**src/hdl/assert_macros.svh**
```systemverilog
// ============================================================================
// Assertion macros
// Shared concurrent assertion wrappers for the SPI register port blocks.
// ============================================================================
`ifndef ASSERT_MACROS_SVH
`define ASSERT_MACROS_SVH

// Property must hold at every clock edge outside reset
`define CRS_ASSERT(lbl, clk, rst_n, prop) \
    lbl: assert property (@(posedge clk) disable iff (!rst_n) prop) \
        else $error("assertion failed");

// Condition must never be true outside reset
`define CRS_NEVER(lbl, clk, rst_n, cond) \
    `CRS_ASSERT(lbl, clk, rst_n, !(cond))

`endif

```
**src/hdl/crspi_pkg.sv**
```systemverilog
// ============================================================================
// CAN SPI register port package
// Shared constants, types and helper functions for the SPI command port.
// ============================================================================
`timescale 1ns / 1ps

package crspi_pkg;

    // Register file geometry
    localparam int REG_COUNT  = 128;
    localparam int ADDR_W     = $clog2(REG_COUNT);
    localparam int ADDR_CNT_W = ADDR_W + 1;
    localparam int DATA_W     = 8;
    localparam int MODE_W     = 3;

    // Command bytes
    localparam logic [DATA_W-1:0] CMD_RESET  = 8'hC0;
    localparam logic [DATA_W-1:0] CMD_READ   = 8'h03;
    localparam logic [DATA_W-1:0] CMD_WRITE  = 8'h02;
    localparam logic [DATA_W-1:0] CMD_MODIFY = 8'h05;

    // Special registers
    localparam logic [ADDR_W-1:0] REG_STAT = ADDR_W'(8'h0E);
    localparam logic [ADDR_W-1:0] REG_CTRL = ADDR_W'(8'h0F);
    localparam logic [DATA_W-1:0] MODE_RST_VAL = 8'h80;
    localparam logic [MODE_W-1:0] MODE_CONF    = MODE_RST_VAL[DATA_W-1 -: MODE_W];

    // Queue depths
    localparam int OPQ_DEPTH = 4;
    localparam int OPQ_PTR_W = $clog2(OPQ_DEPTH);
    localparam int OPQ_CNT_W = $clog2(OPQ_DEPTH + 1);
    localparam int RQ_DEPTH  = 4;
    localparam int RQ_PTR_W  = $clog2(RQ_DEPTH);
    localparam int RQ_CNT_W  = $clog2(RQ_DEPTH + 1);

    // Frame phase of the command decoder
    typedef enum logic [2:0] {
        PH_CMD,
        PH_ADDR,
        PH_READ,
        PH_WRITE,
        PH_MASK,
        PH_MDATA,
        PH_IGNORE
    } t_phase;

    // Operation handed from decoder to executor
    typedef enum logic [2:0] {
        OP_NOP,
        OP_READ,
        OP_WRITE,
        OP_MODIFY,
        OP_RESTORE
    } t_op_kind;

    typedef struct packed {
        t_op_kind            kind;
        logic [ADDR_W-1:0]   addr;
        logic [DATA_W-1:0]   data;
        logic [DATA_W-1:0]   mask;
    } t_op;

    typedef struct packed {
        logic [DATA_W-1:0] miso;
        logic [MODE_W-1:0] mode;
    } t_res;

    // Address byte reduced into the register range
    function automatic logic [ADDR_W-1:0] addr_mod(input logic [DATA_W-1:0] b);
        logic [DATA_W:0] v;
        v = {1'b0, b};
        for (int i = 0; i < 4; i++) begin
            if (v >= (DATA_W + 1)'(REG_COUNT)) begin
                v = v - (DATA_W + 1)'(REG_COUNT);
            end
        end
        return v[ADDR_W-1:0];
    endfunction

    // Auto-increment with wrap at end of the file
    function automatic logic [ADDR_W-1:0] addr_inc(input logic [ADDR_W-1:0] a);
        logic [ADDR_CNT_W-1:0] s;
        s = {1'b0, a} + ADDR_CNT_W'(1);
        if (s >= ADDR_CNT_W'(REG_COUNT)) begin
            s = '0;
        end
        return s[ADDR_W-1:0];
    endfunction

    // Register value after reset
    function automatic logic [DATA_W-1:0] reset_value(input logic [ADDR_W-1:0] a);
        logic [DATA_W-1:0] v;
        v = '0;
        if (a == REG_STAT || a == REG_CTRL) begin
            v = MODE_RST_VAL;
        end
        return v;
    endfunction

endpackage

```
**src/hdl/can_controller_spi_register_port_core.sv**
```systemverilog
// ============================================================================
// CAN controller SPI register port
// Device side of the SPI command port: decodes command frames byte by byte and
// runs reset, read, write and bit-modify against the register file.
// ============================================================================
// Usage:
//   Input queue: drive i_spi_byte / i_frame_end and raise push; the item is
//   taken on a clock edge where push is high and full is low. i_frame_end
//   marks the last byte before chip select rises.
//   Result queue: one item per input item, in order. While empty is low,
//   o_miso_byte / o_mode_now show the oldest result; pop takes it.
//   Throughput: one item per cycle while the result queue has room, bounded
//   by the single register RAM port pair used by the executor (one read,
//   one write each cycle).
//   Stalls: when pop is held low the result queue fills, the executor stops
//   pulling operations and the operation queue raises full after four more.
//   Reset: synchronous, active low. Decoder goes to awaiting a command, the
//   register file reads as reset values (mode = configuration) once reset
//   is released; per-entry valid flops are cleared at once, so there is no
//   clearing pass. The reset command does the same for the register file.
// ============================================================================
`timescale 1ns / 1ps

module can_controller_spi_register_port_core (
    input  logic                           i_clk,
    input  logic                           i_rst_n,
    input  logic                           push,
    output logic                           full,
    input  logic [crspi_pkg::DATA_W-1:0]   i_spi_byte,
    input  logic                           i_frame_end,
    output logic                           empty,
    input  logic                           pop,
    output logic [crspi_pkg::DATA_W-1:0]   o_miso_byte,
    output logic [crspi_pkg::MODE_W-1:0]   o_mode_now
);

    logic            op_push;
    logic            op_pop;
    logic            op_empty;
    crspi_pkg::t_op  front_op;
    crspi_pkg::t_op  head_op;

    // Frame decoder
    crspi_front u_front (
        .i_clk       (i_clk),
        .i_rst_n     (i_rst_n),
        .i_push      (push),
        .i_full      (full),
        .i_spi_byte  (i_spi_byte),
        .i_frame_end (i_frame_end),
        .o_op_push   (op_push),
        .o_op        (front_op)
    );

    // Decoded operation queue
    crspi_opq u_opq (
        .i_clk   (i_clk),
        .i_rst_n (i_rst_n),
        .i_push  (op_push),
        .i_op    (front_op),
        .o_full  (full),
        .i_pop   (op_pop),
        .o_op    (head_op),
        .o_empty (op_empty)
    );

    // Register executor and result queue
    crspi_back u_back (
        .i_clk       (i_clk),
        .i_rst_n     (i_rst_n),
        .i_op        (head_op),
        .i_op_empty  (op_empty),
        .o_op_pop    (op_pop),
        .i_pop       (pop),
        .o_empty     (empty),
        .o_miso_byte (o_miso_byte),
        .o_mode_now  (o_mode_now)
    );

endmodule

```
**src/hdl/crspi_ram.sv**
```systemverilog
// ============================================================================
// Generic RAM
// Single write port, single read port, registered read data (read-first).
// ============================================================================
`timescale 1ns / 1ps

module crspi_ram #(
    parameter int WIDTH = 8,
    parameter int DEPTH = 128
) (
    input  logic                     i_clk,
    input  logic                     i_we,
    input  logic [$clog2(DEPTH)-1:0] i_waddr,
    input  logic [WIDTH-1:0]         i_wdata,
    input  logic [$clog2(DEPTH)-1:0] i_raddr,
    output logic [WIDTH-1:0]         o_rdata
);

    logic [WIDTH-1:0] r_mem [DEPTH];
    logic [WIDTH-1:0] r_rdata;

    always_ff @(posedge i_clk) begin
        if (i_we) begin
            r_mem[i_waddr] <= i_wdata;
        end
        r_rdata <= r_mem[i_raddr];
    end

    assign o_rdata = r_rdata;

endmodule

```
**src/hdl/crspi_front.sv**
```systemverilog
// ============================================================================
// SPI frame decoder
// Tracks the frame phase, command, address pointer and mask; turns each item
// into one register operation.
// ============================================================================
`timescale 1ns / 1ps

module crspi_front (
    input  logic                           i_clk,
    input  logic                           i_rst_n,
    input  logic                           i_push,
    input  logic                           i_full,
    input  logic [crspi_pkg::DATA_W-1:0]   i_spi_byte,
    input  logic                           i_frame_end,
    output logic                           o_op_push,
    output crspi_pkg::t_op                 o_op
);

    crspi_pkg::t_phase                  r_phase, n_phase;
    crspi_pkg::t_op_kind                r_cmd,   n_cmd;
    logic [crspi_pkg::ADDR_W-1:0]       r_addr,  n_addr;
    logic [crspi_pkg::DATA_W-1:0]       r_mask,  n_mask;
    logic                               accept;

    assign accept    = i_push && !i_full;
    assign o_op_push = accept;

    // Next phase
    always_comb begin
        n_phase = r_phase;
        case (r_phase)
            crspi_pkg::PH_CMD: begin
                if (i_spi_byte == crspi_pkg::CMD_READ || i_spi_byte == crspi_pkg::CMD_WRITE ||
                    i_spi_byte == crspi_pkg::CMD_MODIFY) begin
                    n_phase = crspi_pkg::PH_ADDR;
                end else begin
                    n_phase = crspi_pkg::PH_IGNORE;
                end
            end
            crspi_pkg::PH_ADDR: begin
                case (r_cmd)
                    crspi_pkg::OP_READ:  n_phase = crspi_pkg::PH_READ;
                    crspi_pkg::OP_WRITE: n_phase = crspi_pkg::PH_WRITE;
                    default:             n_phase = crspi_pkg::PH_MASK;
                endcase
            end
            crspi_pkg::PH_MASK:  n_phase = crspi_pkg::PH_MDATA;
            crspi_pkg::PH_MDATA: n_phase = crspi_pkg::PH_IGNORE;
            default:             n_phase = r_phase;
        endcase
        if (i_frame_end) begin
            n_phase = crspi_pkg::PH_CMD;
        end
    end

    // Operation and context updates
    always_comb begin
        n_cmd       = r_cmd;
        n_addr      = r_addr;
        n_mask      = r_mask;
        o_op.kind   = crspi_pkg::OP_NOP;
        o_op.addr   = r_addr;
        o_op.data   = i_spi_byte;
        o_op.mask   = r_mask;
        case (r_phase)
            crspi_pkg::PH_CMD: begin
                case (i_spi_byte)
                    crspi_pkg::CMD_RESET:  o_op.kind = crspi_pkg::OP_RESTORE;
                    crspi_pkg::CMD_READ:   n_cmd = crspi_pkg::OP_READ;
                    crspi_pkg::CMD_WRITE:  n_cmd = crspi_pkg::OP_WRITE;
                    crspi_pkg::CMD_MODIFY: n_cmd = crspi_pkg::OP_MODIFY;
                    default:               n_cmd = crspi_pkg::OP_NOP;
                endcase
            end
            crspi_pkg::PH_ADDR: begin
                n_addr = crspi_pkg::addr_mod(i_spi_byte);
            end
            crspi_pkg::PH_READ: begin
                o_op.kind = crspi_pkg::OP_READ;
                n_addr    = crspi_pkg::addr_inc(r_addr);
            end
            crspi_pkg::PH_WRITE: begin
                o_op.kind = crspi_pkg::OP_WRITE;
                n_addr    = crspi_pkg::addr_inc(r_addr);
            end
            crspi_pkg::PH_MASK: begin
                n_mask = i_spi_byte;
            end
            crspi_pkg::PH_MDATA: begin
                o_op.kind = crspi_pkg::OP_MODIFY;
            end
            default: begin
                o_op.kind = crspi_pkg::OP_NOP;
            end
        endcase
    end

    // Decoder state
    always_ff @(posedge i_clk) begin
        if (!i_rst_n) begin
            r_phase <= crspi_pkg::PH_CMD;
            r_cmd   <= crspi_pkg::OP_NOP;
            r_addr  <= '0;
            r_mask  <= '0;
        end else if (accept) begin
            r_phase <= n_phase;
            r_cmd   <= n_cmd;
            r_addr  <= n_addr;
            r_mask  <= n_mask;
        end
    end

endmodule

```
**src/hdl/crspi_opq.sv**
```systemverilog
// ============================================================================
// Operation queue
// Short queue of decoded operations between decoder and executor.
// ============================================================================
`timescale 1ns / 1ps

module crspi_opq (
    input  logic            i_clk,
    input  logic            i_rst_n,
    input  logic            i_push,
    input  crspi_pkg::t_op  i_op,
    output logic            o_full,
    input  logic            i_pop,
    output crspi_pkg::t_op  o_op,
    output logic            o_empty
);

    crspi_pkg::t_op                    r_q [crspi_pkg::OPQ_DEPTH];
    logic [crspi_pkg::OPQ_PTR_W-1:0]   r_wp, r_rp;
    logic [crspi_pkg::OPQ_CNT_W-1:0]   r_cnt;
    logic                              do_push, do_pop;

    assign o_full  = (r_cnt == crspi_pkg::OPQ_CNT_W'(crspi_pkg::OPQ_DEPTH));
    assign o_empty = (r_cnt == '0);
    assign o_op    = r_q[r_rp];
    assign do_push = i_push && !o_full;
    assign do_pop  = i_pop && !o_empty;

    // Storage
    always_ff @(posedge i_clk) begin
        if (do_push) begin
            r_q[r_wp] <= i_op;
        end
    end

    // Pointers and fill count
    always_ff @(posedge i_clk) begin
        if (!i_rst_n) begin
            r_wp  <= '0;
            r_rp  <= '0;
            r_cnt <= '0;
        end else begin
            if (do_push) begin
                r_wp <= (r_wp == crspi_pkg::OPQ_PTR_W'(crspi_pkg::OPQ_DEPTH - 1)) ?
                        '0 : r_wp + crspi_pkg::OPQ_PTR_W'(1);
            end
            if (do_pop) begin
                r_rp <= (r_rp == crspi_pkg::OPQ_PTR_W'(crspi_pkg::OPQ_DEPTH - 1)) ?
                        '0 : r_rp + crspi_pkg::OPQ_PTR_W'(1);
            end
            if (do_push && !do_pop) begin
                r_cnt <= r_cnt + crspi_pkg::OPQ_CNT_W'(1);
            end else if (do_pop && !do_push) begin
                r_cnt <= r_cnt - crspi_pkg::OPQ_CNT_W'(1);
            end
        end
    end

endmodule

```
**src/hdl/crspi_back.sv**
```systemverilog
// ============================================================================
// Register executor
// Carries out register operations against the register RAM and queues one
// result item per operation.
// ============================================================================
`timescale 1ns / 1ps
`include "assert_macros.svh"

module crspi_back (
    input  logic                           i_clk,
    input  logic                           i_rst_n,
    input  crspi_pkg::t_op                 i_op,
    input  logic                           i_op_empty,
    output logic                           o_op_pop,
    input  logic                           i_pop,
    output logic                           o_empty,
    output logic [crspi_pkg::DATA_W-1:0]   o_miso_byte,
    output logic [crspi_pkg::MODE_W-1:0]   o_mode_now
);

    // Execute stage
    logic                               r_s1_valid;
    crspi_pkg::t_op                     r_s1_op;
    logic                               r_byp_hit,  n_byp_hit;
    logic [crspi_pkg::DATA_W-1:0]       r_byp_data;
    logic [crspi_pkg::MODE_W-1:0]       r_mode,     n_mode;
    logic [crspi_pkg::REG_COUNT-1:0]    r_vld;

    logic [crspi_pkg::DATA_W-1:0]       ram_rdata;
    logic [crspi_pkg::DATA_W-1:0]       old_val;
    logic [crspi_pkg::DATA_W-1:0]       wdata;
    logic                               ram_we;
    logic                               s1_stat;
    logic                               restore;
    crspi_pkg::t_res                    res;

    // Result queue
    crspi_pkg::t_res                    r_rq [crspi_pkg::RQ_DEPTH];
    logic [crspi_pkg::RQ_PTR_W-1:0]     r_rq_wp, r_rq_rp;
    logic [crspi_pkg::RQ_CNT_W-1:0]     r_rq_cnt;
    logic                               rq_pop;

    // Issue only with room for this item and the one in flight
    assign o_op_pop = !i_op_empty &&
                      ((r_rq_cnt + crspi_pkg::RQ_CNT_W'(r_s1_valid)) <
                       crspi_pkg::RQ_CNT_W'(crspi_pkg::RQ_DEPTH));

    crspi_ram #(
        .WIDTH (crspi_pkg::DATA_W),
        .DEPTH (crspi_pkg::REG_COUNT)
    ) u_ram (
        .i_clk   (i_clk),
        .i_we    (ram_we),
        .i_waddr (r_s1_op.addr),
        .i_wdata (wdata),
        .i_raddr (i_op.addr),
        .o_rdata (ram_rdata)
    );

    // Current register value: status from flops, unwritten entries at reset value,
    // same-address write from the previous cycle bypassed
    always_comb begin
        s1_stat = (r_s1_op.addr == crspi_pkg::REG_STAT);
        if (s1_stat) begin
            old_val = {r_mode, {(crspi_pkg::DATA_W - crspi_pkg::MODE_W){1'b0}}};
        end else if (!r_vld[r_s1_op.addr]) begin
            old_val = crspi_pkg::reset_value(r_s1_op.addr);
        end else if (r_byp_hit) begin
            old_val = r_byp_data;
        end else begin
            old_val = ram_rdata;
        end
    end

    // Write data, mode update and result
    always_comb begin
        wdata    = r_s1_op.data;
        ram_we   = 1'b0;
        restore  = 1'b0;
        res.miso = '0;
        case (r_s1_op.kind)
            crspi_pkg::OP_READ: begin
                res.miso = old_val;
            end
            crspi_pkg::OP_WRITE: begin
                ram_we = r_s1_valid && !s1_stat;
            end
            crspi_pkg::OP_MODIFY: begin
                wdata  = (old_val & ~r_s1_op.mask) | (r_s1_op.data & r_s1_op.mask);
                ram_we = r_s1_valid && !s1_stat;
            end
            crspi_pkg::OP_RESTORE: begin
                restore = r_s1_valid;
            end
            default: begin
                res.miso = '0;
            end
        endcase
        n_mode = r_mode;
        if (restore) begin
            n_mode = crspi_pkg::MODE_CONF;
        end else if (ram_we && r_s1_op.addr == crspi_pkg::REG_CTRL) begin
            n_mode = wdata[crspi_pkg::DATA_W-1 -: crspi_pkg::MODE_W];
        end
        res.mode  = n_mode;
        n_byp_hit = ram_we && (r_s1_op.addr == i_op.addr);
    end

    // Stage and register state
    always_ff @(posedge i_clk) begin
        if (!i_rst_n) begin
            r_s1_valid <= 1'b0;
            r_byp_hit  <= 1'b0;
            r_mode     <= crspi_pkg::MODE_CONF;
            r_vld      <= '0;
        end else begin
            r_s1_valid <= o_op_pop;
            r_byp_hit  <= n_byp_hit;
            r_mode     <= n_mode;
            if (restore) begin
                r_vld <= '0;
            end else if (ram_we) begin
                r_vld[r_s1_op.addr] <= 1'b1;
            end
        end
    end

    always_ff @(posedge i_clk) begin
        if (o_op_pop) begin
            r_s1_op <= i_op;
        end
        r_byp_data <= wdata;
    end

    // Result queue
    assign o_empty     = (r_rq_cnt == '0);
    assign rq_pop      = i_pop && !o_empty;
    assign o_miso_byte = r_rq[r_rq_rp].miso;
    assign o_mode_now  = r_rq[r_rq_rp].mode;

    always_ff @(posedge i_clk) begin
        if (r_s1_valid) begin
            r_rq[r_rq_wp] <= res;
        end
    end

    always_ff @(posedge i_clk) begin
        if (!i_rst_n) begin
            r_rq_wp  <= '0;
            r_rq_rp  <= '0;
            r_rq_cnt <= '0;
        end else begin
            if (r_s1_valid) begin
                r_rq_wp <= (r_rq_wp == crspi_pkg::RQ_PTR_W'(crspi_pkg::RQ_DEPTH - 1)) ?
                           '0 : r_rq_wp + crspi_pkg::RQ_PTR_W'(1);
            end
            if (rq_pop) begin
                r_rq_rp <= (r_rq_rp == crspi_pkg::RQ_PTR_W'(crspi_pkg::RQ_DEPTH - 1)) ?
                           '0 : r_rq_rp + crspi_pkg::RQ_PTR_W'(1);
            end
            if (r_s1_valid && !rq_pop) begin
                r_rq_cnt <= r_rq_cnt + crspi_pkg::RQ_CNT_W'(1);
            end else if (rq_pop && !r_s1_valid) begin
                r_rq_cnt <= r_rq_cnt - crspi_pkg::RQ_CNT_W'(1);
            end
        end
    end

    // Checks
    `CRS_ASSERT(a_rq_no_overflow, i_clk, i_rst_n, (r_s1_valid && (r_rq_cnt == crspi_pkg::RQ_CNT_W'(crspi_pkg::RQ_DEPTH))) |-> rq_pop)
    `CRS_ASSERT(a_restore_conf_mode, i_clk, i_rst_n, (r_s1_valid && r_s1_op.kind == crspi_pkg::OP_RESTORE) |=> (r_mode == crspi_pkg::MODE_CONF && r_vld == '0))
    `CRS_NEVER(a_no_status_write, i_clk, i_rst_n, ram_we && (r_s1_op.addr == crspi_pkg::REG_STAT))

endmodule
```
**config.mk**
```make
export PLATFORM = sky130hd
export DESIGN_NAME = can_controller_spi_register_port_core
export DESIGN_NICKNAME = d
export VERILOG_FILES = /design/src/hdl/crspi_pkg.sv /design/src/hdl/can_controller_spi_register_port_core.sv /design/src/hdl/crspi_ram.sv /design/src/hdl/crspi_front.sv /design/src/hdl/crspi_opq.sv /design/src/hdl/crspi_back.sv
export VERILOG_INCLUDE_DIRS = /design/src /design/src/hdl
export SDC_FILE = /design/constraint.sdc
export NUM_CORES = 2
export LEC_CHECK = 0
export BUFFER_PORTS_ARGS = -buffer_cell sky130_fd_sc_hd__buf_2
export CAP_MARGIN = 20
export CORE_UTILIZATION = 40
export DETAILED_ROUTE_END_ITERATION = 8
export HOLD_SLACK_MARGIN = 0.03
export PLACE_DENSITY_LB_ADDON = 0.05
export SKIP_LAST_GASP = 1
export SYNTH_ARGS = -nofsm -noshare
export SYNTH_HDL_FRONTEND = slang
export SYNTH_SLANG_ARGS = --single-unit
```
**constraint.sdc**
```tcl
create_clock -name i_clk -period 14.11 [get_ports i_clk]
set_clock_uncertainty 0.15 [all_clocks]
set_input_delay 0.7055 -clock i_clk [delete_from_list [all_inputs] [get_ports i_clk]]
set_output_delay 0.7055 -clock i_clk [all_outputs]
set_load 0.005 [all_outputs]
```
==> flow_summary.toml <==
[detailed_routing]
postRouteWirelength_mm = 156
drc = 0
first_iter_violations = 2906
top_layer = "met5"
detail_route.first_pass.iterations = 5
wire_per_inst_um = 27.6
via_per_inst = 5.63
drt.antenna.violating_nets = 0
routed-wl-met2_mm = 72.0
vias = 31900
route.met3.wl_mm = 9.28
met1_length_mm = 71.1

[synthesis]
yosysWarnings = 0
yosysMostFrequentCell = "edfxtp_1"
synth_common_cells = "edfxtp_1 (1198), nand2_1 (414), mux2i_1 (386)"
synth_flop_cell = "edfxtp_1"
async_flop_share = 0
ys_types = 78
syn_avg_cell_area_um2 = 15.0
syn_inst = 3666
synth_top_area_share = 0.652
synth_area_leaders = "edfxtp_1 (65%), mux2i_1 (7.0%), dfxtp_1 (6.8%), mux4_2 (3.7%), nand2_1 (2.8%)"
synth_area_um2 = 55200
yosysSeqAreaShare = 0.720
yosysTopAreaCell = "edfxtp_1"
synth_edf_count = 1198
synth_seq_cells = 1385

[global_routing]
grt_max_degree = 206
antenna_found_initial = 8
grt_usage = 0.224
grt_pass1_vias = 31700
gr-total-overflow = 0
grt_pass1_wl_mm = 227

[worst_setup_path]
cp_max_fo = 205
cp.arrival_ns = 6.34
start_kind = "flip-flop"
cp.required_ns = 14.68
reg2regPathDepth = 12
cp-end-kind = "flip-flop"
worstSetupPathType = "reg2reg"

[sta]
worstMarginPinSlew_ns = 1.15
relSlewSlack = 0.230
period_share = 0.409
tns_ns = 0
fmax_ghz = 0.173
slew_viol_final = 0
hold_viol_final = 0
setup_viol = 0
rsz0062_at_grt = "no"
period_minus_slack_ns = 5.78

[clocking]
cts_setup_buffers = 0
clk_pin_slew_ns = 0.06
clockRootBuffer = "clkbuf_16"
cts_made_buffers = 151
cts_tree = "done"
clk_latency_ns = 0.78
cts_resized = 0
cts_buffer_depth = 3
clock_sinks = 1385
htree_levels = 4
hold_buffers = 0

[pwr]
cellPowerDensity_nw_per_um2 = 215
irDropWorstVdd_mv = 0.230
pwr-share-comb = 0.311
pwr-share-seq = 0.401
p_int_mw = 8.65
p_leak_nw = 21.0
switching_power_mw = 4.75
swShare = 0.355
pwr-share-clk = 0.287

[floorplanning]
die_x_um = 373
coreArea_um2 = 136000
start_util = 0.405
die_y_um = 373
dieArea_um2 = 139000
ios = 26
num_rows = 135

[cells_and_area]
fin_nets = 3787
area_growth_pct = 13.1
fill_cells = 12000
drive_gt1_frac = 0.130
finalNonFillerCells = 5665

[run_status]
status = "finished clean"

[hold_path]
worstHoldPathCells = 4
hold_class = "in2reg"

[placement]
gp_congestion = 0.870
dp.cells = 5365
dp_hpwl_mm = 97.2
numPortBuffers = 25

[job]
cap_violations = 0
-- layer usage --
layer / global-route usage / vias up
met1: 0.319 / 16600
li1: - / 14100
met3: 0.0418 / 222
met2: 0.348 / 967
met4: 0.0660 / 8
met5: 0 / -
-- cell type report --
cell class                 count  area (um2)  share of cell area
timing repair buffer         145        1210              0.0195
clock buffer                 206        4270              0.0685
tap                         1781        2230              0.0357
sequential                  1385       39700               0.637
clock inverter                72         564             0.00905
inverter                      38         175             0.00281
antenna                        1        2.50           0.0000401
multi-input combinational   2037       14200               0.227
-- stage by stage --
| step | utilization | area [um2] | hold WS, ns | power, mW | setup slack [ns] |
|---|---|---|---|---|---|
| after CTS | 0.456 | 62100 | 0.0480 | 13.5 | 8.41 |
| after global placement | 0.418 | 56900 | 0.294 | 9.60 | 8.44 |
| after global routing | 0.458 | 62400 | 0.0873 | 13.9 | 8.12 |
| after floorplan | - | 55200 | 0.280 | 8.19 | 3.07 |
| final | 0.458 | 62400 | 0.100 | 13.4 | 8.33 |
| after detailed placement | 0.421 | 57300 | 0.297 | 9.68 | 8.43 |
-- registers in the layout, summed over array words and instances, names as in the netlist, 7 cells and up, named ones only --
| signal | cells |
|---|---|
| u_back.r_byp_data | 8 |
| u_back.r_rq | 44 |
| u_back.u_ram.o_rdata | 8 |
| u_front.r_addr | 7 |
| u_back.r_vld | 128 |
| u_opq.r_q | 104 |
| u_back.r_s1_op | 26 |
| u_front.r_mask | 8 |
| u_back.u_ram.r_mem | 1024 |
-- worst paths after layout --
check / endpoint / slack, ns / start
setup / recovery: u_back.u_ram.o_rdata[3] / 8.33 / flip-flop
hold / removal: u_front.r_phase[1] / 0.10 / i_frame_end
setup reg to reg: u_back.u_ram.o_rdata[3] / 8.33 / flip-flop
hold reg to reg: u_front.r_cmd[1] / 0.31 / u_front.r_cmd[1]
-- cell usage in the layout, fill, tap and decap left out, drive strengths merged, types with 8 or more instances in the layout --
master  synthesis  routed
edfxtp       1198    1198
nand2         414     414
mux2i         386     386
nor2          364     364
clkbuf        108     216
dfxtp         187     187
nand3         144     144
buf           105     134
mux4           90      90
o21ai          84      84
a21oi          72      72
o221ai         61      61
clkinv          3      61
o21a           58      58
inv            35      39
nand4          35      35
a211oi         31      31
nor4           27      27
nor3           26      26
and3           22      22
a22oi          20      20
o22ai          19      19
nor2b          14      14
ha             14      14
nand2b         13      13
mux2           12      12
and2           12      12
a31oi           9       9
a32o            8       8
a41o            8       8
conb            1       8
-- worst max-delay path: stages (launching register included) --
cell       delay, ns
dfxtp_1         0.31
buf_4           0.42
mux2i_1         0.24
mux2_4          0.65
clkinv_16       0.69
buf_4           0.75
mux2i_1         0.22
nand2_1         0.10
nand3_1         0.14
nand4_1         0.25
nor2_1          0.07
o21ai_0         0.86
a41o_1          0.30
-- kinds of logic (layout without fill, tap and decap cells) --
logic type               after synthesis  after routing  share of synthesized area
AO/OA/AOI/OAI                        409            409                     0.0518
XOR/XNOR                              13             13                    0.00206
adder cells (fa/ha/maj)               16             16                    0.00390
buffers and inverters                251            461                     0.0257
flip-flops                          1385           1385                      0.720
multiplexers                         488            488                      0.109
other                                  1              9                  0.0000680
AND/OR/NAND/NOR                     1103           1103                     0.0869
-- power groups by stage --
stage                     Combinational (mW)  Clock, mW  Sequential, mW
after global placement                  4.14          0            5.46
final                                   4.17       3.85            5.37
after detailed placement                4.22          0            5.46
after CTS                               4.23       3.92            5.38
after global routing                    4.46       4.07            5.39
after floorplan                         2.64          0            5.55
(Power assumes the default switching activity.)
